File: src/rtl/kcl_pkg.sv
`default_nettype none

package kcl_pkg;

  // field widths
  localparam int unsigned KeyW     = 8;
  localparam int unsigned CountW   = 4;
  localparam int unsigned TimerW   = 16;
  localparam int unsigned CodeW    = 64;
  localparam int unsigned CfgIdxW  = 2;
  localparam int unsigned CfgDataW = 64;

  // reset values of the configuration registers
  localparam logic [CodeW-1:0]  PinCodeRst      = '0;
  localparam logic [CountW-1:0] PinLengthRst    = 4'd4;
  localparam logic [TimerW-1:0] TimeoutTicksRst = 16'd30000;
  localparam logic [CountW-1:0] FailureLimitRst = 4'd3;

  // saturation limits
  localparam logic [CountW-1:0] CountMax = '1;
  localparam logic [TimerW-1:0] TimerMax = '1;

  // item kinds
  typedef enum logic {
    CMD_TICK = 1'b0,
    CMD_KEY  = 1'b1
  } cmd_e;

  // verdict codes
  typedef enum logic [2:0] {
    VERDICT_NONE    = 3'd0,
    VERDICT_ACCEPT  = 3'd1,
    VERDICT_REJECT  = 3'd2,
    VERDICT_LOCKOUT = 3'd3,
    VERDICT_TIMEOUT = 3'd4
  } verdict_e;

  // configuration register indexes
  typedef enum logic [CfgIdxW-1:0] {
    CFG_PIN_CODE      = 2'd0,
    CFG_PIN_LENGTH    = 2'd1,
    CFG_TIMEOUT_TICKS = 2'd2,
    CFG_FAILURE_LIMIT = 2'd3
  } cfg_idx_e;

  // one result transaction
  typedef struct packed {
    verdict_e          verdict;
    logic [CountW-1:0] digits;
  } result_t;

endpackage

`default_nettype wire

File: src/rtl/keypad_code_lock.sv
`default_nettype none

// Keypad code lock. Each input transaction is a time tick (cmd_i = 0) or a key
// press (cmd_i = 1, key_i nonzero; key 0 is ignored). Keys are collected until
// pin_length of them have arrived, then compared with pin_code (first key in
// the lowest byte) giving accept or reject; rejections count toward
// failure_limit, where lockout is reported and the count cleared. Ticks run an
// idle timer that every key restarts; reaching timeout_ticks reports a timeout
// and clears the entry and the failure count. Every input transaction yields
// exactly one result. State updates are combinational, so one transaction is
// taken per cycle while in_stall_o is low; results leave through an output
// register backed by a one-entry skid register, so in_stall_o rises only after
// the output side has stalled with both held. Configuration registers are to be
// written through cfg_we_i by the user only while idle; the block does not enforce it.
module keypad_code_lock #(
  parameter int unsigned MAX_CODE_KEYS = 8
) (
  input  wire logic                             clk_i,
  input  wire logic                             rst_ni,
  // configuration
  input  wire logic                             cfg_we_i,
  input  wire logic [kcl_pkg::CfgIdxW-1:0]      cfg_index_i,
  input  wire logic [kcl_pkg::CfgDataW-1:0]     cfg_data_i,
  // input channel
  input  wire logic                             in_valid_i,
  output logic                                  in_stall_o,
  input  wire logic                             cmd_i,
  input  wire logic [kcl_pkg::KeyW-1:0]         key_i,
  // output channel
  output logic                                  out_valid_o,
  input  wire logic                             out_stall_i,
  output logic [2:0]                            verdict_o,
  output logic [kcl_pkg::CountW-1:0]            digits_entered_o
);

  localparam int unsigned IdxW = (MAX_CODE_KEYS > 1) ? $clog2(MAX_CODE_KEYS) : 1;
  localparam logic [kcl_pkg::CountW-1:0] MaxKeys = kcl_pkg::CountW'(MAX_CODE_KEYS);

  // configuration registers
  logic [kcl_pkg::CodeW-1:0]  pin_code_q;
  logic [kcl_pkg::CountW-1:0] pin_length_q;
  logic [kcl_pkg::TimerW-1:0] timeout_ticks_q;
  logic [kcl_pkg::CountW-1:0] failure_limit_q;

  always_ff @(posedge clk_i or negedge rst_ni) begin
    if (!rst_ni) begin
      pin_code_q      <= kcl_pkg::PinCodeRst;
      pin_length_q    <= kcl_pkg::PinLengthRst;
      timeout_ticks_q <= kcl_pkg::TimeoutTicksRst;
      failure_limit_q <= kcl_pkg::FailureLimitRst;
    end else if (cfg_we_i) begin
      case (kcl_pkg::cfg_idx_e'(cfg_index_i))
        kcl_pkg::CFG_PIN_CODE:      pin_code_q      <= cfg_data_i;
        kcl_pkg::CFG_PIN_LENGTH:    pin_length_q    <= cfg_data_i[kcl_pkg::CountW-1:0];
        kcl_pkg::CFG_TIMEOUT_TICKS: timeout_ticks_q <= cfg_data_i[kcl_pkg::TimerW-1:0];
        kcl_pkg::CFG_FAILURE_LIMIT: failure_limit_q <= cfg_data_i[kcl_pkg::CountW-1:0];
        default: ;
      endcase
    end
  end

  // lock state
  logic [kcl_pkg::KeyW-1:0]   keys_q [MAX_CODE_KEYS];
  logic [kcl_pkg::KeyW-1:0]   keys_d [MAX_CODE_KEYS];
  logic [kcl_pkg::CountW-1:0] entry_q, entry_d;
  logic [kcl_pkg::CountW-1:0] fail_q, fail_d;
  logic [kcl_pkg::TimerW-1:0] timer_q, timer_d;

  // output register and skid register
  logic             out_valid_q, out_valid_d;
  logic             skid_valid_q, skid_valid_d;
  kcl_pkg::result_t out_q, out_d;
  kcl_pkg::result_t skid_q, skid_d;

  logic in_accept;
  assign in_stall_o = skid_valid_q;
  assign in_accept  = in_valid_i && !skid_valid_q;

  // effective code length, clamped to 1..MAX_CODE_KEYS
  logic [kcl_pkg::CountW-1:0] eff_len;
  always_comb begin
    eff_len = pin_length_q;
    if (eff_len == '0) eff_len = kcl_pkg::CountW'(1);
    if (eff_len > MaxKeys) eff_len = MaxKeys;
  end

  // key event decode
  logic key_event, tick_event;
  assign key_event  = in_accept && (kcl_pkg::cmd_e'(cmd_i) == kcl_pkg::CMD_KEY) &&
                      (key_i != '0);
  assign tick_event = in_accept && (kcl_pkg::cmd_e'(cmd_i) == kcl_pkg::CMD_TICK);

  // entry with the new key placed at the write position
  logic [IdxW-1:0]            wr_idx;
  logic [kcl_pkg::KeyW-1:0]   lane_key [MAX_CODE_KEYS];
  logic [MAX_CODE_KEYS-1:0]   lane_ok;
  logic [kcl_pkg::CountW-1:0] entry_inc;
  logic                       entry_full;
  logic                       code_match;

  assign wr_idx = entry_q[IdxW-1:0];

  always_comb begin
    for (int unsigned i = 0; i < MAX_CODE_KEYS; i++) begin
      lane_key[i] = (wr_idx == IdxW'(i)) ? key_i : keys_q[i];
      lane_ok[i]  = (kcl_pkg::CountW'(i) >= eff_len) ||
                    (lane_key[i] == pin_code_q[kcl_pkg::KeyW*i +: kcl_pkg::KeyW]);
    end
  end

  assign entry_inc  = (entry_q != kcl_pkg::CountMax) ? entry_q + 1'b1 : entry_q;
  assign entry_full = (entry_inc >= eff_len);
  assign code_match = &lane_ok;

  // saturating counters
  logic [kcl_pkg::TimerW-1:0] timer_inc;
  logic [kcl_pkg::CountW-1:0] fail_inc;
  assign timer_inc = (timer_q != kcl_pkg::TimerMax) ? timer_q + 1'b1 : timer_q;
  assign fail_inc  = (fail_q != kcl_pkg::CountMax) ? fail_q + 1'b1 : fail_q;

  // state update and verdict
  kcl_pkg::verdict_e verdict;
  always_comb begin
    keys_d  = keys_q;
    entry_d = entry_q;
    fail_d  = fail_q;
    timer_d = timer_q;
    verdict = kcl_pkg::VERDICT_NONE;
    if (tick_event) begin
      timer_d = timer_inc;
      if (timer_inc >= timeout_ticks_q) begin
        verdict = kcl_pkg::VERDICT_TIMEOUT;
        for (int unsigned i = 0; i < MAX_CODE_KEYS; i++) keys_d[i] = '0;
        entry_d = '0;
        fail_d  = '0;
        timer_d = '0;
      end
    end else if (key_event) begin
      timer_d = '0;
      if (entry_full) begin
        for (int unsigned i = 0; i < MAX_CODE_KEYS; i++) keys_d[i] = '0;
        entry_d = '0;
        if (code_match) begin
          verdict = kcl_pkg::VERDICT_ACCEPT;
        end else if (fail_inc >= failure_limit_q) begin
          verdict = kcl_pkg::VERDICT_LOCKOUT;
          fail_d  = '0;
        end else begin
          verdict = kcl_pkg::VERDICT_REJECT;
          fail_d  = fail_inc;
        end
      end else begin
        keys_d[wr_idx] = key_i;
        entry_d        = entry_inc;
      end
    end
  end

  always_ff @(posedge clk_i or negedge rst_ni) begin
    if (!rst_ni) begin
      for (int unsigned i = 0; i < MAX_CODE_KEYS; i++) keys_q[i] <= '0;
      entry_q <= '0;
      fail_q  <= '0;
      timer_q <= '0;
    end else begin
      keys_q  <= keys_d;
      entry_q <= entry_d;
      fail_q  <= fail_d;
      timer_q <= timer_d;
    end
  end

  // result steering between output and skid registers
  kcl_pkg::result_t new_res;
  assign new_res.verdict = verdict;
  assign new_res.digits  = entry_d;

  always_comb begin
    out_valid_d  = out_valid_q;
    out_d        = out_q;
    skid_valid_d = skid_valid_q;
    skid_d       = skid_q;
    if (!out_valid_q || !out_stall_i) begin
      if (skid_valid_q) begin
        out_valid_d  = 1'b1;
        out_d        = skid_q;
        skid_valid_d = 1'b0;
      end else begin
        out_valid_d = in_accept;
        out_d       = new_res;
      end
    end else if (in_accept) begin
      skid_valid_d = 1'b1;
      skid_d       = new_res;
    end
  end

  always_ff @(posedge clk_i or negedge rst_ni) begin
    if (!rst_ni) begin
      out_valid_q  <= 1'b0;
      skid_valid_q <= 1'b0;
    end else begin
      out_valid_q  <= out_valid_d;
      skid_valid_q <= skid_valid_d;
    end
  end

  always_ff @(posedge clk_i) begin
    out_q  <= out_d;
    skid_q <= skid_d;
  end

  assign out_valid_o      = out_valid_q;
  assign verdict_o        = out_q.verdict;
  assign digits_entered_o = out_q.digits;

  // checks
  a_skid_needs_out: assert property (@(posedge clk_i) disable iff (!rst_ni)
    skid_valid_q |-> out_valid_q)
    else $error("skid register holds a result while output register is empty");

  a_entry_bound: assert property (@(posedge clk_i) disable iff (!rst_ni)
    entry_q < MaxKeys)
    else $error("entry count reached the code length bound");

  a_verdict_clears: assert property (@(posedge clk_i) disable iff (!rst_ni)
    (out_valid_q && out_q.verdict != kcl_pkg::VERDICT_NONE) |-> (out_q.digits == '0))
    else $error("verdict reported with digits still held");

  a_key_restarts_timer: assert property (@(posedge clk_i) disable iff (!rst_ni)
    key_event |=> (timer_q == '0))
    else $error("key press did not restart the idle timer");

endmodule

`default_nettype wire
File: config.mk
export PLATFORM = sky130hd
export DESIGN_NAME = keypad_code_lock
export DESIGN_NICKNAME = d
export VERILOG_FILES = /design/src/rtl/kcl_pkg.sv /design/src/rtl/keypad_code_lock.sv
export SDC_FILE = /design/constraint.sdc
export NUM_CORES = 1
export LEC_CHECK = 0
export ABC_CLOCK_PERIOD_IN_PS = 4200
export BUFFER_PORTS_ARGS = -buffer_cell sky130_fd_sc_hd__buf_4
export CORE_UTILIZATION = 59
export DETAILED_ROUTE_END_ITERATION = 7
export HOLD_SLACK_MARGIN = 0.15
export PLACE_DENSITY = 0.77
export REMOVE_ABC_BUFFERS = 1
export SLEW_MARGIN = 25
export SYNTH_ARGS = -nofsm -noshare
export SYNTH_HDL_FRONTEND = slang
export SYNTH_SLANG_ARGS = --single-unit
File: constraint.sdc
create_clock -name clk_i -period 4.2 [get_ports clk_i]
set_clock_uncertainty 0.1 [all_clocks]
set_input_delay 0 -clock clk_i [delete_from_list [all_inputs] [get_ports clk_i]]
set_output_delay 0 -clock clk_i [all_outputs]
set_load 0.02 [all_outputs]
-- After elaboration in Yosys (flattened, before gate mapping)
Cells that the tools add are included.
W data, S select, Z words.
- bits in registers: 192
- output and inout port bits: 9
- add/subtract/negate cells: 3
- $lt $le $gt $ge: 14
- eq/ne operators: 23
- mux-type cells: 43
- bitwise gates (word level): 3
- reduce and logical (&&, ||, !) cells: 32
- operator list (operator ; count):
    $mux W64 ; 4
    $mux W8 ; 9
    $bwmux W64 ; 1
    $eq A8 B8 Y1 ; 8
    $mux W16 ; 4
    $mux W4 ; 14
    $demux W8 S3 ; 1
    $add A16 B1 Y16 const B ; 1
    $ge A16 B16 Y1 ; 1
    $ge A3 B4 Y1 const A ; 4
    $ne A16 B16 Y1 const B ; 1
    $eq A3 B3 Y1 const B ; 4
    $reduce_and A2 Y1 ; 6
    $logic_or A1 B1 Y1 ; 9
    $add A4 B1 Y4 const B ; 2
    $ge A1 B4 Y1 const A ; 2
    $ge A2 B4 Y1 const A ; 2
    $ge A4 B4 Y1 ; 2
    $ne A4 B4 Y1 const B ; 2
    $reduce_and A8 Y1 ; 1
    $reduce_bool A8 Y1 ; 1
    $mux W7 ; 1
    $eq A3 B2 Y1 const B ; 2
    $mux W2 ; 3
    other kinds (19) ; 33

-- Logic depth before layout (Yosys ltp)
- word-level depth: 12
- mapped depth: 18
- depth with buffers taken out: 17

-- Worst setup path after synthesis
Ideal clock, no wire load.
- kind: register to register
- start point: reg timer_q[0] in the netlist's numbering
- end point: reg keys_q[16] in the netlist's numbering
- setup time: 0.068 ns
- arrival: 3.744 ns
- data required time: 4.032 ns
- slack: 0.288 ns
- stages on the path, launching flop included: 19
- buffers on the path: 1
- path through: dfrtp_1 ha_1 nand3_1 or2_2 nor3_1 nor2_1 nand2_1 nor2_1 xor2_1 ha_1 a21o_1 a21o_1 a21oi_1 o21a_1 o21ai_1 and2_1 clkbuf_1 o22ai_1 a22o_1
- cells in the longest elaborated chain, start to end: 5
- elaborated cells on any way between the ends: 6
- those cells by class: add/sub (1); order compare (1); eq/ne (2); mux (1); reduce/logical (1)
- RTL lines (element ; RTL line ; text):
    start, declared ; keypad_code_lock.sv:67 ; logic [kcl_pkg::TimerW-1:0] timer_q, timer_d;
    start signal, assigned ; keypad_code_lock.sv:169 ; timer_q <= timer_d;
    $add A16 B1 Y16 or $ne A16 B16 Y1 (tied branches) ; keypad_code_lock.sv:118 ; assign timer_inc = (timer_q != kcl_pkg::TimerMax) ? timer_q + 1'b1 : timer_q;
    $mux W16 * ; keypad_code_lock.sv:118 ;
    $ge A16 B16 Y1 * ; keypad_code_lock.sv:131 ; if (timer_inc >= timeout_ticks_q) begin
    $ne A2 B1 Y1 (no source line) * ; -- ;
    $reduce_and A2 Y1 (no source line) * ; -- ;
    end signal, assigned ; keypad_code_lock.sv:166 ; keys_q <= keys_d;
    end, declared ; keypad_code_lock.sv:63 ; logic [kcl_pkg::KeyW-1:0] keys_q [MAX_CODE_KEYS];
Every way passes the cells marked *; elsewhere a longest branch is shown, timed or not.
A chain may end at the register's enable or synchronous reset.

-- Worst setup path after layout
- start point: reg timer_q[1] in the netlist's numbering
- end point: reg out_q, in the netlist digits_entered_o[1], data pin
- cells in the longest elaborated chain, start to end: 6
- elaborated cells on any way between the ends: 7
- those cells by class: add/sub (1); order compare (1); eq/ne (1); mux (4)
- RTL lines (element ; RTL line ; text):
    $add A16 B1 Y16 or $ne A16 B16 Y1 (tied branches) ; keypad_code_lock.sv:118 ;
    $mux W16 * ; keypad_code_lock.sv:118 ;
    $ge A16 B16 Y1 * ; keypad_code_lock.sv:131 ;
    $mux W4 * ; keypad_code_lock.sv:131 ;
    $mux W4 * ; keypad_code_lock.sv:129 ; if (tick_event) begin
    via entry_d, one bit ; keypad_code_lock.sv:65 ; logic [kcl_pkg::CountW-1:0] entry_q, entry_d;
    $mux W7 * ; keypad_code_lock.sv:184 ; if (skid_valid_q) begin
    end signal, assigned ; keypad_code_lock.sv:209 ; out_q <= out_d;
    end, declared ; keypad_code_lock.sv:72 ; kcl_pkg::result_t out_q, out_d;
The timed path passes the listed nets; every way through them passes the cells marked *.

==> qor.yml <==
clock_tree:
  insertion_delay_ns: 0.44
  path_clk_slew_ns: 0.07
  htree_num_levels: 4
  clock_path_buffers: 2
  cts_sinks: 192
  cts_buffers: 17
  cts_tree: "done"
  root_buffer: "clkbuf_16"
logic_synthesis:
  syn_avg_cell_area_sq_um: 11.1
  netlist_instances: 927
  synth_ff_type: "dfrtp_1"
  yosysSeqAreaShare: 0.475
  async_reset_ff_frac: 0.927
  syn-cell-area_sq_um: 10300
  synth-seq-cells: 192
  netlist-cell-type-count: 78
  yosys-top-cells-count: "dfrtp_1, mux2_2, a22o_1, inv_1, nand2_1"
  yosys.area.top_type_share: 0.408
  ys_warn_count: 0
  synth.area.top_cells: "dfrtp_1, mux2_2, a22o_1"
  synth.most_common_cell: "dfrtp_1"
  synth_top_area_cell: "dfrtp_1"
  synth_edf_count: 14
final_layout:
  syn_to_final_growth_pct: 21.6
  layout-drive-gt1-share: 0.235
  design_area_sq_um: 12500
  final_net_count: 1191
  n_antenna_cell: 0
sta:
  setup_viol: 0
  fin_crit_sh: 0.950
  finalHoldViolations: 0
  hold_ws_ns: 0.0942
  slew_violations: 0
  tightestPinTransition_ns: 1.25
  fin_crit_ns: 3.99
  max_slew_margin: 0.163
  fmax_mhz: 251
  fin_ws_ns: 0.208
die:
  row_count: 47
  die_area_sq_um: 18000
  ios: 89
  die_y_microns: 134
  fp.dieW_microns: 134
  core-area_sq_um: 16800
  initial_utilization: 0.612
setup_path:
  cpPeakStageDelay_ns: 0.41
  required_ns: 4.29
  worstPathArrival_ns: 4.08
  critical_path_class: "flop to flop"
  rr_worst_depth: 18
  critPathCaptureType: "flop"
  cp.buffers_inverters: 2
  cp_max_fo: 8
  path_depth: 18
  crit_top_cell: "nor2_1"
  cp_top_family: "simple AND/OR/NAND/NOR gates"
  cp_cell_sequence: "ha_1 -> nand3_1 -> or2_2 -> nor3_1 -> nor2_1 -> nand2_1 -> nor2_1 -> xor2_1 -> ha_1 -> nand4_1 -> nor2_1 -> o2111ai_1 -> o21ai_1 -> buf_4 -> a21oi_1 -> buf_4 -> a22o_1 -> mux2_2"
  startpoint_type: "flop"
  cp_slowest_cell: "dfrtp_1"
drt:
  route.final.wire_length_microns: 25600
  ant_nets: 0
  drt_iter0_drc: 721
  vias_per_cell: 6.10
  vias: 8000
  firstDrtPassIters: 5
  wire_per_inst_microns: 19.5
  drc: 0
grt:
  grt_first_pass_wirelength_microns: 41800
  grt_usage: 0.302
  grt_max_degree: 94
  grt_overflow: 0
  grt_pass1_vias: 8012
  grt_antenna_before_repair: 0
place:
  io_buffers: 88
  gp_congestion: 0.886
  dp_hpwl_microns: 16800
  dp_slack_ns: 0.0445
  place_area_sq_um: 11200
power:
  p_leak_nw: 5.66
  powerDensity_nw_per_um2: 505
  ir_drop_uv: 425
hold_path:
  hold_class: "input pin to async pin"
job:
  max_cap_violations: 0
outcome:
  status: "finished, final reports clean"
==> path summary, 6_finish.rpt <==
kind	startpoint	end	slack, ns
max	timer_q[1]$_DFFE_PN0P_	digits_entered_o[1]$_DFFE_PN_	0.21
min in group clk_i	cfg_data_i[53]	pin_code_q[53]$_DFFE_PN0P_	0.20
min reg2reg	keys_q[36]$_DFFE_PN0P_	keys_q[36]$_DFFE_PN0P_	0.40
min	rst_ni	timer_q[12]$_DFFE_PN0P_	0.09
max in group asynchronous	rst_ni	keys_q[52]$_DFFE_PN0P_	2.97
max reg2reg	timer_q[1]$_DFFE_PN0P_	digits_entered_o[1]$_DFFE_PN_	0.21
==> report_power, final <==
part	internal (mW)	total, mW	switching, mW
logic	1.04	2.18	1.14
registers	2.27	2.59	0.323
clock network	0.814	1.54	0.722
total	4.13	6.31	2.19
==> sequential cells by signal, indices dropped and copies added (netlist names), 3 cells and up <==
name	cells
keys_q	64
digits_entered_o	4
failure_limit_q	4
pin_length_q	4
timer_q	16
entry_q	4
skid_q	7
timeout_ticks_q	16
pin_code_q	64
fail_q	4
verdict_o	3
==> area by class of cell <==
type,instances,area (sq um)
clock inverters,9,75.1
multi-input cells,629,5030
clock buffers,23,478
inverters,60,225
flip-flops and latches,192,4890
well taps,220,275
fillers,1207,4310
repair buffers,179,1540
==> through the flow <==
| stage | power, mW | instances | setup TNS (ns) | util |
|---|---|---|---|---|
| finish | 6.31 | 1312 | 0 | 0.744 |
| global route | 6.64 | 1312 | -0.260 | 0.744 |
| CTS | 6.28 | 1312 | 0 | 0.741 |
| detailed placement | 4.67 | 1207 | 0 | 0.664 |
| global placement | 4.61 | 1207 | 0 | 0.664 |
| floorplan | 4.03 | 881 | -101.17 | - |
==> cells by family (layout without fill, tap and decap cells) <==
logic type                 after synthesis  after routing  share of synthesized area
and+or+nand+nor                        200            200                      0.103
xor gates and xnor gates                62             62                     0.0528
muxes                                  114            114                      0.121
AOI/OAI and AO/OA                      221            221                      0.166
adders and majority gates               32             32                     0.0389
buffers and inverters                  106            271                     0.0424
DFF                                    192            192                      0.475
==> worst register-to-register path, cell delays in order (launching register included) <==
cell       delay (ns)
dfrtp_1          0.41
ha_1             0.21
nand3_1          0.10
or2_2            0.35
nor3_1           0.25
nor2_1           0.11
nand2_1          0.13
nor2_1           0.08
xor2_1           0.16
ha_1             0.30
nand4_1          0.10
nor2_1           0.14
o2111ai_1        0.13
o21ai_1          0.22
buf_4            0.18
a21oi_1          0.06
buf_4            0.19
a22o_1           0.23
mux2_2           0.28
==> timing repair <==
item,in CTS,in global routing
buffers inserted,0,0
endpoints found under the setup margin,0,56
resized for setup,0,9
hold buffers,73,0
endpoints found under the hold margin,198,0
==> cell usage in the layout, fill, tap and decap left out, types with 16 or more instances in the layout <==
master	netlist	routed
nand3_1	16	16
mux2i_1	33	33
inv_1	57	57
clkbuf_16	0	17
xor2_1	24	24
a22o_1	70	70
dfrtp_1	168	168
nand2_1	57	57
buf_4	1	104
nor2_1	33	32
a21oi_1	22	22
ha_1	32	32
dlygate4sd3_1	0	73
o21ai_0	30	30
mux2_2	79	79
xnor2_1	38	38
==> per-layer routing <==
metal	vias up	routed length, microns	track usage
li1	3713	-	-
met1	3938	11200	0.417
met2	304	12200	0.478
met3	45	1640	0.0571
met4	0	611	0.109
met5	-	0	0
(Power assumes the default switching activity.)
